<file path="src/rtl/psg_pkg.sv">
// ----------------------------------------------------------------------------
// psg_pkg
// Shared types and constants for the programmable sound generator core.
// ----------------------------------------------------------------------------
`default_nettype none

package psg_pkg;

	localparam int NUM_CH    = 3;
	localparam int NUM_REGS  = 16;
	localparam int TONE_W    = 12;
	localparam int NOISE_W   = 5;
	localparam int LFSR_W    = 17;
	localparam int ENV_CNT_W = 17;
	localparam int ENV_POS_W = 5;
	localparam int LEVEL_W   = 5;
	localparam int CFG_IDX_W = 1;
	localparam int CFG_DAT_W = 1;

	localparam logic [1:0] REQ_WRITE = 2'd0;
	localparam logic [1:0] REQ_READ  = 2'd1;
	localparam logic [1:0] REQ_TICK  = 2'd2;

	localparam logic [CFG_IDX_W-1:0] CFG_YM_FAMILY = 1'd0;
	localparam logic [CFG_IDX_W-1:0] CFG_WIDE_ENV  = 1'd1;

	localparam logic [3:0] REG_NOISE_PER = 4'd6;
	localparam logic [3:0] REG_MIXER     = 4'd7;
	localparam logic [3:0] REG_AMP_A     = 4'd8;
	localparam logic [3:0] REG_ENV_LO    = 4'd11;
	localparam logic [3:0] REG_ENV_HI    = 4'd12;
	localparam logic [3:0] REG_ENV_SHAPE = 4'd13;

	localparam logic [ENV_POS_W-1:0] MASK_AY = 5'h0f;
	localparam logic [ENV_POS_W-1:0] MASK_YM = 5'h1f;

	typedef struct packed {
		logic [1:0] req_type;
		logic       port_addr;
		logic [7:0] data_byte;
	} psg_req_t;

	typedef struct packed {
		logic [7:0]         read_data;
		logic [LEVEL_W-1:0] level_a;
		logic [LEVEL_W-1:0] level_b;
		logic [LEVEL_W-1:0] level_c;
		logic               env_sel_a;
		logic               env_sel_b;
		logic               env_sel_c;
	} psg_res_t;

	// read-back mask per register in the YM family
	function automatic logic [7:0] read_mask(input logic [3:0] idx);
		logic [7:0] m;
		case (idx)
			4'd0:    m = 8'hff;
			4'd1:    m = 8'h0f;
			4'd2:    m = 8'hff;
			4'd3:    m = 8'h0f;
			4'd4:    m = 8'hff;
			4'd5:    m = 8'h0f;
			4'd6:    m = 8'h1f;
			4'd7:    m = 8'hff;
			4'd8:    m = 8'h1f;
			4'd9:    m = 8'h1f;
			4'd10:   m = 8'h1f;
			4'd11:   m = 8'hff;
			4'd12:   m = 8'hff;
			4'd13:   m = 8'h0f;
			default: m = 8'hff;
		endcase
		return m;
	endfunction

endpackage

`default_nettype wire

</file>
<file path="src/rtl/programmable_sound_generator_core.sv">
// ----------------------------------------------------------------------------
// programmable_sound_generator_core
// Three-channel tone/noise/envelope sound generator with a 16-entry register
// file, driven by bus write, bus read and sample tick items.
// ----------------------------------------------------------------------------
// Pipeline: an accepted item passes through the input register, then the result
// register. Throughput: one item per cycle while the result is not stalled; the tick
// update is a single pass through the counters, LFSR and envelope. Reset (async,
// active low) clears the register file, the generators and the pipeline valids.
// ----------------------------------------------------------------------------
`default_nettype none

module programmable_sound_generator_core (
	input  wire logic                             clk,
	input  wire logic                             arst_n,
	input  wire logic                             req_valid,
	output logic                                  req_stall,
	input  wire psg_pkg::psg_req_t                req_item,
	output logic                                  res_valid,
	input  wire logic                             res_stall,
	output psg_pkg::psg_res_t                     res_item,
	input  wire logic                             cfg_we,
	input  wire logic [psg_pkg::CFG_IDX_W-1:0]    cfg_index,
	input  wire logic [psg_pkg::CFG_DAT_W-1:0]    cfg_data
);

	localparam int NCH = psg_pkg::NUM_CH;
	localparam int PW  = psg_pkg::ENV_POS_W;

	logic ym_q;
	logic wide_q;

	logic              s1_valid;
	psg_pkg::psg_req_t s1_item;
	logic              fire;

	logic [7:0]                     rf_q [psg_pkg::NUM_REGS];
	logic [3:0]                     sel_q;
	logic [psg_pkg::TONE_W-1:0]     tone_cnt_q [NCH];
	logic [NCH-1:0]                 tone_sq_q;
	logic [psg_pkg::NOISE_W-1:0]    noise_cnt_q;
	logic                           presc_q;
	logic [psg_pkg::LFSR_W-1:0]     lfsr_q;
	logic [psg_pkg::ENV_CNT_W-1:0]  env_cnt_q;
	logic [PW-1:0]                  env_pos_q;
	logic [PW-1:0]                  attack_q;
	logic                           hold_q;
	logic                           alt_q;
	logic                           holding_q;

	logic [psg_pkg::TONE_W-1:0]     tone_cnt_d [NCH];
	logic [NCH-1:0]                 tone_sq_d;
	logic [psg_pkg::NOISE_W-1:0]    noise_cnt_d;
	logic                           presc_d;
	logic [psg_pkg::LFSR_W-1:0]     lfsr_d;
	logic [psg_pkg::ENV_CNT_W-1:0]  env_cnt_d;
	logic [PW-1:0]                  env_pos_d;
	logic [PW-1:0]                  attack_d;
	logic                           holding_d;

	logic [PW-1:0]                  mask;
	logic [PW-1:0]                  env_level;
	logic [psg_pkg::LEVEL_W-1:0]    lvl [NCH];
	logic [NCH-1:0]                 esel;
	psg_pkg::psg_res_t              res_d;

	// shape register side effects
	logic [7:0]    shape;
	logic [PW-1:0] shape_attack;
	logic          shape_hold;
	logic          shape_alt;

	logic is_tick;
	logic is_store;

	assign fire      = s1_valid && (!res_valid || !res_stall);
	assign req_stall = s1_valid && res_valid && res_stall;
	assign mask      = ym_q ? psg_pkg::MASK_YM : psg_pkg::MASK_AY;
	assign is_tick   = fire && (s1_item.req_type == psg_pkg::REQ_TICK);
	assign is_store  = fire && (s1_item.req_type == psg_pkg::REQ_WRITE) && s1_item.port_addr;

	assign shape        = s1_item.data_byte;
	assign shape_attack = shape[2] ? mask : '0;
	assign shape_hold   = shape[3] ? shape[0] : 1'b1;
	assign shape_alt    = shape[3] ? shape[1] : shape[2];

	// tick update
	always_comb begin
		logic [psg_pkg::TONE_W-1:0]    per;
		logic [psg_pkg::TONE_W-1:0]    tinc;
		logic [psg_pkg::NOISE_W-1:0]   ninc;
		logic [psg_pkg::ENV_CNT_W-1:0] lim;
		logic [psg_pkg::ENV_CNT_W-1:0] einc;
		logic [15:0]                   eper;

		for (int ch = 0; ch < NCH; ch++) begin
			per  = {rf_q[2*ch+1][3:0], rf_q[2*ch]};
			tinc = tone_cnt_q[ch] + 1'b1;
			if (tinc >= per) begin
				tone_cnt_d[ch] = '0;
				tone_sq_d[ch]  = ~tone_sq_q[ch];
			end else begin
				tone_cnt_d[ch] = tinc;
				tone_sq_d[ch]  = tone_sq_q[ch];
			end
		end

		ninc    = noise_cnt_q + 1'b1;
		presc_d = presc_q;
		lfsr_d  = lfsr_q;
		if (ninc >= rf_q[psg_pkg::REG_NOISE_PER][4:0]) begin
			noise_cnt_d = '0;
			presc_d     = ~presc_q;
			if (!presc_q) begin
				lfsr_d = {lfsr_q[0] ^ lfsr_q[3], lfsr_q[psg_pkg::LFSR_W-1:1]};
			end
		end else begin
			noise_cnt_d = ninc;
		end

		eper      = {rf_q[psg_pkg::REG_ENV_HI], rf_q[psg_pkg::REG_ENV_LO]};
		lim       = ym_q ? {1'b0, eper} : {eper, 1'b0};
		einc      = env_cnt_q + 1'b1;
		env_cnt_d = env_cnt_q;
		env_pos_d = env_pos_q;
		attack_d  = attack_q;
		holding_d = holding_q;
		if (!holding_q) begin
			env_cnt_d = einc;
			if (einc >= lim) begin
				env_cnt_d = '0;
				if (env_pos_q != '0) begin
					env_pos_d = env_pos_q - 1'b1;
				end else begin
					if (alt_q) begin
						attack_d = attack_q ^ mask;
					end
					if (hold_q) begin
						holding_d = 1'b1;
					end else begin
						env_pos_d = mask;
					end
				end
			end
		end
	end

	assign env_level = env_pos_d ^ attack_d;

	// channel gating
	always_comb begin
		logic [7:0] amp;
		logic [1:0] ef;
		logic       gate;
		logic [PW-1:0] e;

		for (int ch = 0; ch < NCH; ch++) begin
			amp  = rf_q[psg_pkg::REG_AMP_A + 4'(ch)];
			ef   = amp[5:4] & (wide_q ? 2'b11 : 2'b01);
			gate = (tone_sq_d[ch] | rf_q[psg_pkg::REG_MIXER][ch])
				& (lfsr_d[0] | rf_q[psg_pkg::REG_MIXER][3+ch]);
			e    = wide_q ? (env_level >> (2'd3 - ef)) : env_level;
			if (ef != 2'd0) begin
				lvl[ch] = gate ? e : '0;
			end else begin
				lvl[ch] = gate ? {1'b0, amp[3:0]} : '0;
			end
			esel[ch] = (ef != 2'd0);
		end
	end

	always_comb begin
		res_d = '0;
		case (s1_item.req_type)
			psg_pkg::REQ_READ: begin
				res_d.read_data = rf_q[sel_q] & (ym_q ? psg_pkg::read_mask(sel_q) : 8'hff);
			end
			psg_pkg::REQ_TICK: begin
				res_d.level_a   = lvl[0];
				res_d.level_b   = lvl[1];
				res_d.level_c   = lvl[2];
				res_d.env_sel_a = esel[0];
				res_d.env_sel_b = esel[1];
				res_d.env_sel_c = esel[2];
			end
			default: begin
				res_d = '0;
			end
		endcase
	end

	// configuration
	always_ff @(posedge clk or negedge arst_n) begin
		if (!arst_n) begin
			ym_q   <= 1'b0;
			wide_q <= 1'b0;
		end else if (cfg_we) begin
			case (cfg_index)
				psg_pkg::CFG_YM_FAMILY: ym_q   <= cfg_data[0];
				psg_pkg::CFG_WIDE_ENV:  wide_q <= cfg_data[0];
				default: ;
			endcase
		end
	end

	// input stage
	always_ff @(posedge clk or negedge arst_n) begin
		if (!arst_n) begin
			s1_valid <= 1'b0;
		end else if (!req_stall) begin
			s1_valid <= req_valid;
		end
	end

	always_ff @(posedge clk) begin
		if (!req_stall && req_valid) begin
			s1_item <= req_item;
		end
	end

	// result register
	always_ff @(posedge clk or negedge arst_n) begin
		if (!arst_n) begin
			res_valid <= 1'b0;
		end else if (fire) begin
			res_valid <= 1'b1;
		end else if (!res_stall) begin
			res_valid <= 1'b0;
		end
	end

	always_ff @(posedge clk) begin
		if (fire) begin
			res_item <= res_d;
		end
	end

	// register file and generator state
	always_ff @(posedge clk or negedge arst_n) begin
		if (!arst_n) begin
			for (int i = 0; i < psg_pkg::NUM_REGS; i++) begin
				rf_q[i] <= '0;
			end
			sel_q       <= '0;
			for (int ch = 0; ch < NCH; ch++) begin
				tone_cnt_q[ch] <= '0;
			end
			tone_sq_q   <= '0;
			noise_cnt_q <= '0;
			presc_q     <= 1'b0;
			lfsr_q      <= psg_pkg::LFSR_W'(1);
			env_cnt_q   <= '0;
			env_pos_q   <= psg_pkg::MASK_AY;
			attack_q    <= '0;
			hold_q      <= 1'b1;
			alt_q       <= 1'b0;
			holding_q   <= 1'b0;
		end else begin
			if (fire && (s1_item.req_type == psg_pkg::REQ_WRITE) && !s1_item.port_addr) begin
				sel_q <= s1_item.data_byte[3:0];
			end
			if (is_store) begin
				rf_q[sel_q] <= s1_item.data_byte;
				if (sel_q == psg_pkg::REG_ENV_SHAPE) begin
					attack_q  <= shape_attack;
					hold_q    <= shape_hold;
					alt_q     <= shape_alt;
					env_pos_q <= mask;
					holding_q <= 1'b0;
				end
			end
			if (is_tick) begin
				for (int ch = 0; ch < NCH; ch++) begin
					tone_cnt_q[ch] <= tone_cnt_d[ch];
				end
				tone_sq_q   <= tone_sq_d;
				noise_cnt_q <= noise_cnt_d;
				presc_q     <= presc_d;
				lfsr_q      <= lfsr_d;
				env_cnt_q   <= env_cnt_d;
				env_pos_q   <= env_pos_d;
				attack_q    <= attack_d;
				holding_q   <= holding_d;
			end
		end
	end

endmodule

`default_nettype wire
</file>
<file path="config.mk">
export PLATFORM = sky130hd
export DESIGN_NAME = programmable_sound_generator_core
export DESIGN_NICKNAME = d
export VERILOG_FILES = /design/src/rtl/psg_pkg.sv /design/src/rtl/programmable_sound_generator_core.sv
export SDC_FILE = /design/constraint.sdc
export NUM_CORES = 1
export LEC_CHECK = 0
export BUFFER_PORTS_ARGS = -buffer_cell sky130_fd_sc_hd__buf_4
export CAP_MARGIN = 20
export CORE_MARGIN = 3
export CORE_UTILIZATION = 28
export DETAILED_ROUTE_END_ITERATION = 8
export SYNTH_ARGS = -nofsm -noshare
export SYNTH_HDL_FRONTEND = slang
export SYNTH_SLANG_ARGS = --single-unit
</file>
<file path="constraint.sdc">
create_clock -name clk -period 4.8 [get_ports clk]
set_input_delay 0.96 -clock clk [delete_from_list [all_inputs] [get_ports clk]]
set_output_delay 0.96 -clock clk [all_outputs]
set_load 0.01 [all_outputs]
</file>
==> flow_summary.toml <==
[worst_setup_path]
critPathLaunchType = "flop"
end_kind = "flop"
crit_path_max_fanout = 6
crit_type = "reg2reg"
worstPathArrival_ns = 4.82
worstPathRequired_ns = 5.19

[global_routing]
antenna_found_initial = 0
grt_pass1_vias = 10120
grt.overflow.total = 0
grt_start_max_net_pins = 109
grt_pass1_wl_um = 57300
grt_usage = 0.1313

[logic_synthesis]
synth-xor-area-share = 0.03814
synth_enable_flop_cells = 37
synth_seq_cells = 265
ys.flop_type = "dfrtp_1"
ys_types = 67
ys_seq_area_frac = 0.4750
syn_area_per_cell_um2 = 10.88
synth_area_mm2 = 0.01437
ys_warn_count = 0
yosys.area_share.adder = 0.05922
synth_compound_area_frac = 0.1082
syn_inst = 1320
synthesis.nets = 1406
async_reset_ff_frac = 0.8604
synth_top_family_by_area = "multiplexers"
synth-simple-area-share = 0.1278
muxShareOfSynthArea = 0.1613

[drt]
drc_errors = 0
wl_per_cell_um = 17.22
drt_first_pass_iters = 5
first_iter_violations = 806
ant_nets = 0
wirelength_um = 35450
num_vias = 10280
post_drt_via_cell_ratio = 4.990

[timing]
hold_violations = 0
holdWs_ns = 0.4442
setup_violations = 0
fin_crit_sh = 0.9224
slew_violations = 0
max_slew_margin = 0.4035
finClkSkew_ns = 0.03567
layout_min_cycle_time_ns = 4.428
fmax_mhz = 225.9
worstMarginPinSlew_ns = 0.8947

[layout]
multi_input_comb_area_mm2 = 0.007157
utilization = 0.3301
area_delta_synth_final_pct = 15.73
drive_gt1_frac = 0.2264
n_antenna_cell = 0
layout.nets = 1450
mostFrequentLayoutCell = "dfrtp_1"
seq_area_mm2 = 0.006827
fill_cells = 5006
layout_common_cells = "220 x dfrtp_1, 177 x nand2_1, 121 x o21ai_0"

[placed_design]
hpwl_um = 25320
io_buffers = 45
place.gp.congestion = 0.8716

[worst_hold_path]
min_path_type = "in2async"

[floorplan]
io_pins = 46
rows = 82
fp.dieH_um = 232.5
core_mm2 = 0.05038
initial_core_util = 0.2852
die_x_um = 232.5
die_area_mm2 = 0.05407

[pwr]
peakVddDrop_mv = 0.2384
clkPwrFrac = 0.325
leakagePower_nw = 7.490
p_sw_frac = 0.3243
finalPower_mw = 7.299
combPwrFrac = 0.254
intPower_mw = 4.932
switching_power_mw = 2.367
power_frac_seq = 0.421
power_density_mw_per_mm2 = 439.0

[clock_network]
cts_tree = "yes"
clock_path_buffers = 3
htree_levels = 1
clock_latency_ns = 0.58
cts_sinks = 265
cts_buffers = 29
clkTransAtPathRegs_ns = 0.06
root_buffer = "clkbuf_16"

[outcome]
status = "finished, final reports clean"

[flow_run]
cap_violations = 0
## worst paths after layout
kind	start	endpoint	slack, ns	cells past startpoint
min	arst_n	lfsr_q[12]	0.44	1
min in group clk	s1_valid	res_valid	0.49	1
max in group asynchronous	arst_n	sel_q[0]	3.24	2
min reg2reg	s1_valid	res_valid	0.49	1
max reg2reg	env_cnt_q[0]	res_item[13]	0.37	18
max	env_cnt_q[0]	res_item[13]	0.37	18
## cell type report
cell class / instances / share of cell area
Clock buffer: 39 / 0.05147
Tap cell: 672 / 0.05057
Inverter: 51 / 0.01151
Multi-Input combinational cell: 943 / 0.4304
Timing Repair Buffer: 74 / 0.03462
Sequential cell: 265 / 0.4106
Clock inverter: 15 / 0.01084
## metrics by stage
step	cell area [um^2]	setup WS, ns	setup TNS (ns)	instances
floorplan	14370	0.6652	0	1320
global placement	15500	0.2755	0	2001
detailed placement	15500	0.1711	0	2001
CTS	16540	0.1252	0	2055
global route	16630	-0.002165	-0.002165	2059
finish	16630	0.3724	0	2059
## power by group through the flow
stage | Sequential, mW | Combinational, mW | Clock [mW]
final | 3.07 | 1.85 | 2.37
after global routing | 3.13 | 2.05 | 2.52
after CTS | 3.09 | 1.79 | 2.43
after detailed placement | 3.13 | 1.78 | 0
after global placement | 3.11 | 1.72 | 0
after floorplan | 2.88 | 1.41 | 0
## Yosys cell counts (all sizes together) (3+ instances only)
| cell | number | area share |
|---|---|---|
| a211oi | 10 | 0.0063 |
| a21o | 10 | 0.0052 |
| a21oi | 33 | 0.011 |
| a221oi | 4 | 0.0037 |
| a22o | 4 | 0.0024 |
| a31oi | 10 | 0.0048 |
| and2 | 5 | 0.0022 |
| and3 | 20 | 0.0087 |
| buf | 13 | 0.0045 |
| clkbuf | 48 | 0.013 |
| dfrtp | 222 | 0.39 |
| dfstp | 6 | 0.011 |
| edfxtp | 37 | 0.077 |
| ha | 68 | 0.059 |
| inv | 51 | 0.013 |
| mux2 | 108 | 0.085 |
| mux2i | 20 | 0.014 |
| mux4 | 40 | 0.063 |
| nand2 | 177 | 0.046 |
| nand2b | 25 | 0.011 |
| nand3 | 40 | 0.014 |
| nand4 | 5 | 0.0022 |
| nor2 | 69 | 0.019 |
| nor2b | 17 | 0.0074 |
| nor3 | 16 | 0.0063 |
| nor3b | 3 | 0.0016 |
| nor4 | 3 | 0.0017 |
| o211ai | 9 | 0.0047 |
| o21a | 3 | 0.0016 |
| o21ai | 138 | 0.048 |
| o221ai | 4 | 0.0024 |
| o2bb2ai | 5 | 0.0030 |
| o31ai | 11 | 0.0061 |
| or2 | 3 | 0.0013 |
| or3 | 3 | 0.0013 |
| xnor2 | 26 | 0.017 |
| xor2 | 34 | 0.021 |
## logic make-up after synthesis
logic type,count (synthesis)
AO/OA/AOI/OAI,254
flip-flops,265
adder cells (fa/ha/maj),68
XOR/XNOR,60
AND/OR/NAND/NOR,393
buffers and inverters,112
multiplexers,168
## repair_timing
item | in CTS | in global routing
hold buffers | 0 | 0
gates resized for setup | 0 | 11
setup buffers | 0 | 3
endpoints found under the hold margin | 0 | 0
setup endpoints to repair | 0 | 15
## layer usage
metal | up-vias | track usage | wire length, um
met5 | - | 0 | 0
met4 | 0 | 0.02791 | 670
met3 | 51 | 0.03281 | 2685
met2 | 288 | 0.2037 | 15810
met1 | 5121 | 0.1857 | 16290
li1 | 4815 | - | -
## flip-flops by register name, summed over array words and instances, names as in the netlist, 3 cells and up
| name | flops |
|---|---|
| attack_q | 5 |
| env_cnt_q | 17 |
| env_pos_q | 5 |
| lfsr_q | 17 |
| noise_cnt_q | 5 |
| res_item | 26 |
| rf_q | 128 |
| s1_item | 3 |
| sel_q | 4 |
| shape | 8 |
| tone_cnt_q | 36 |
| tone_sq_q | 3 |
## worst max-delay path, stage by stage (launching register included)
cell and delay, ns:
dfrtp_2 0.41, ha_2 0.22, and3_1 0.22, nand3_2 0.15, nor2_2 0.16, and3_2 0.24, and3_4 0.21, nand3_1 0.10
xnor2_1 0.16, ha_1 0.33, nand4_1 0.14, nor2_2 0.17, nand4_1 0.13, o211ai_1 0.47, nand2_1 0.22, o31ai_4 0.25
xor2_2 0.25, o21ai_1 0.12, a221oi_2 0.30
(Power assumes the default switching activity.)
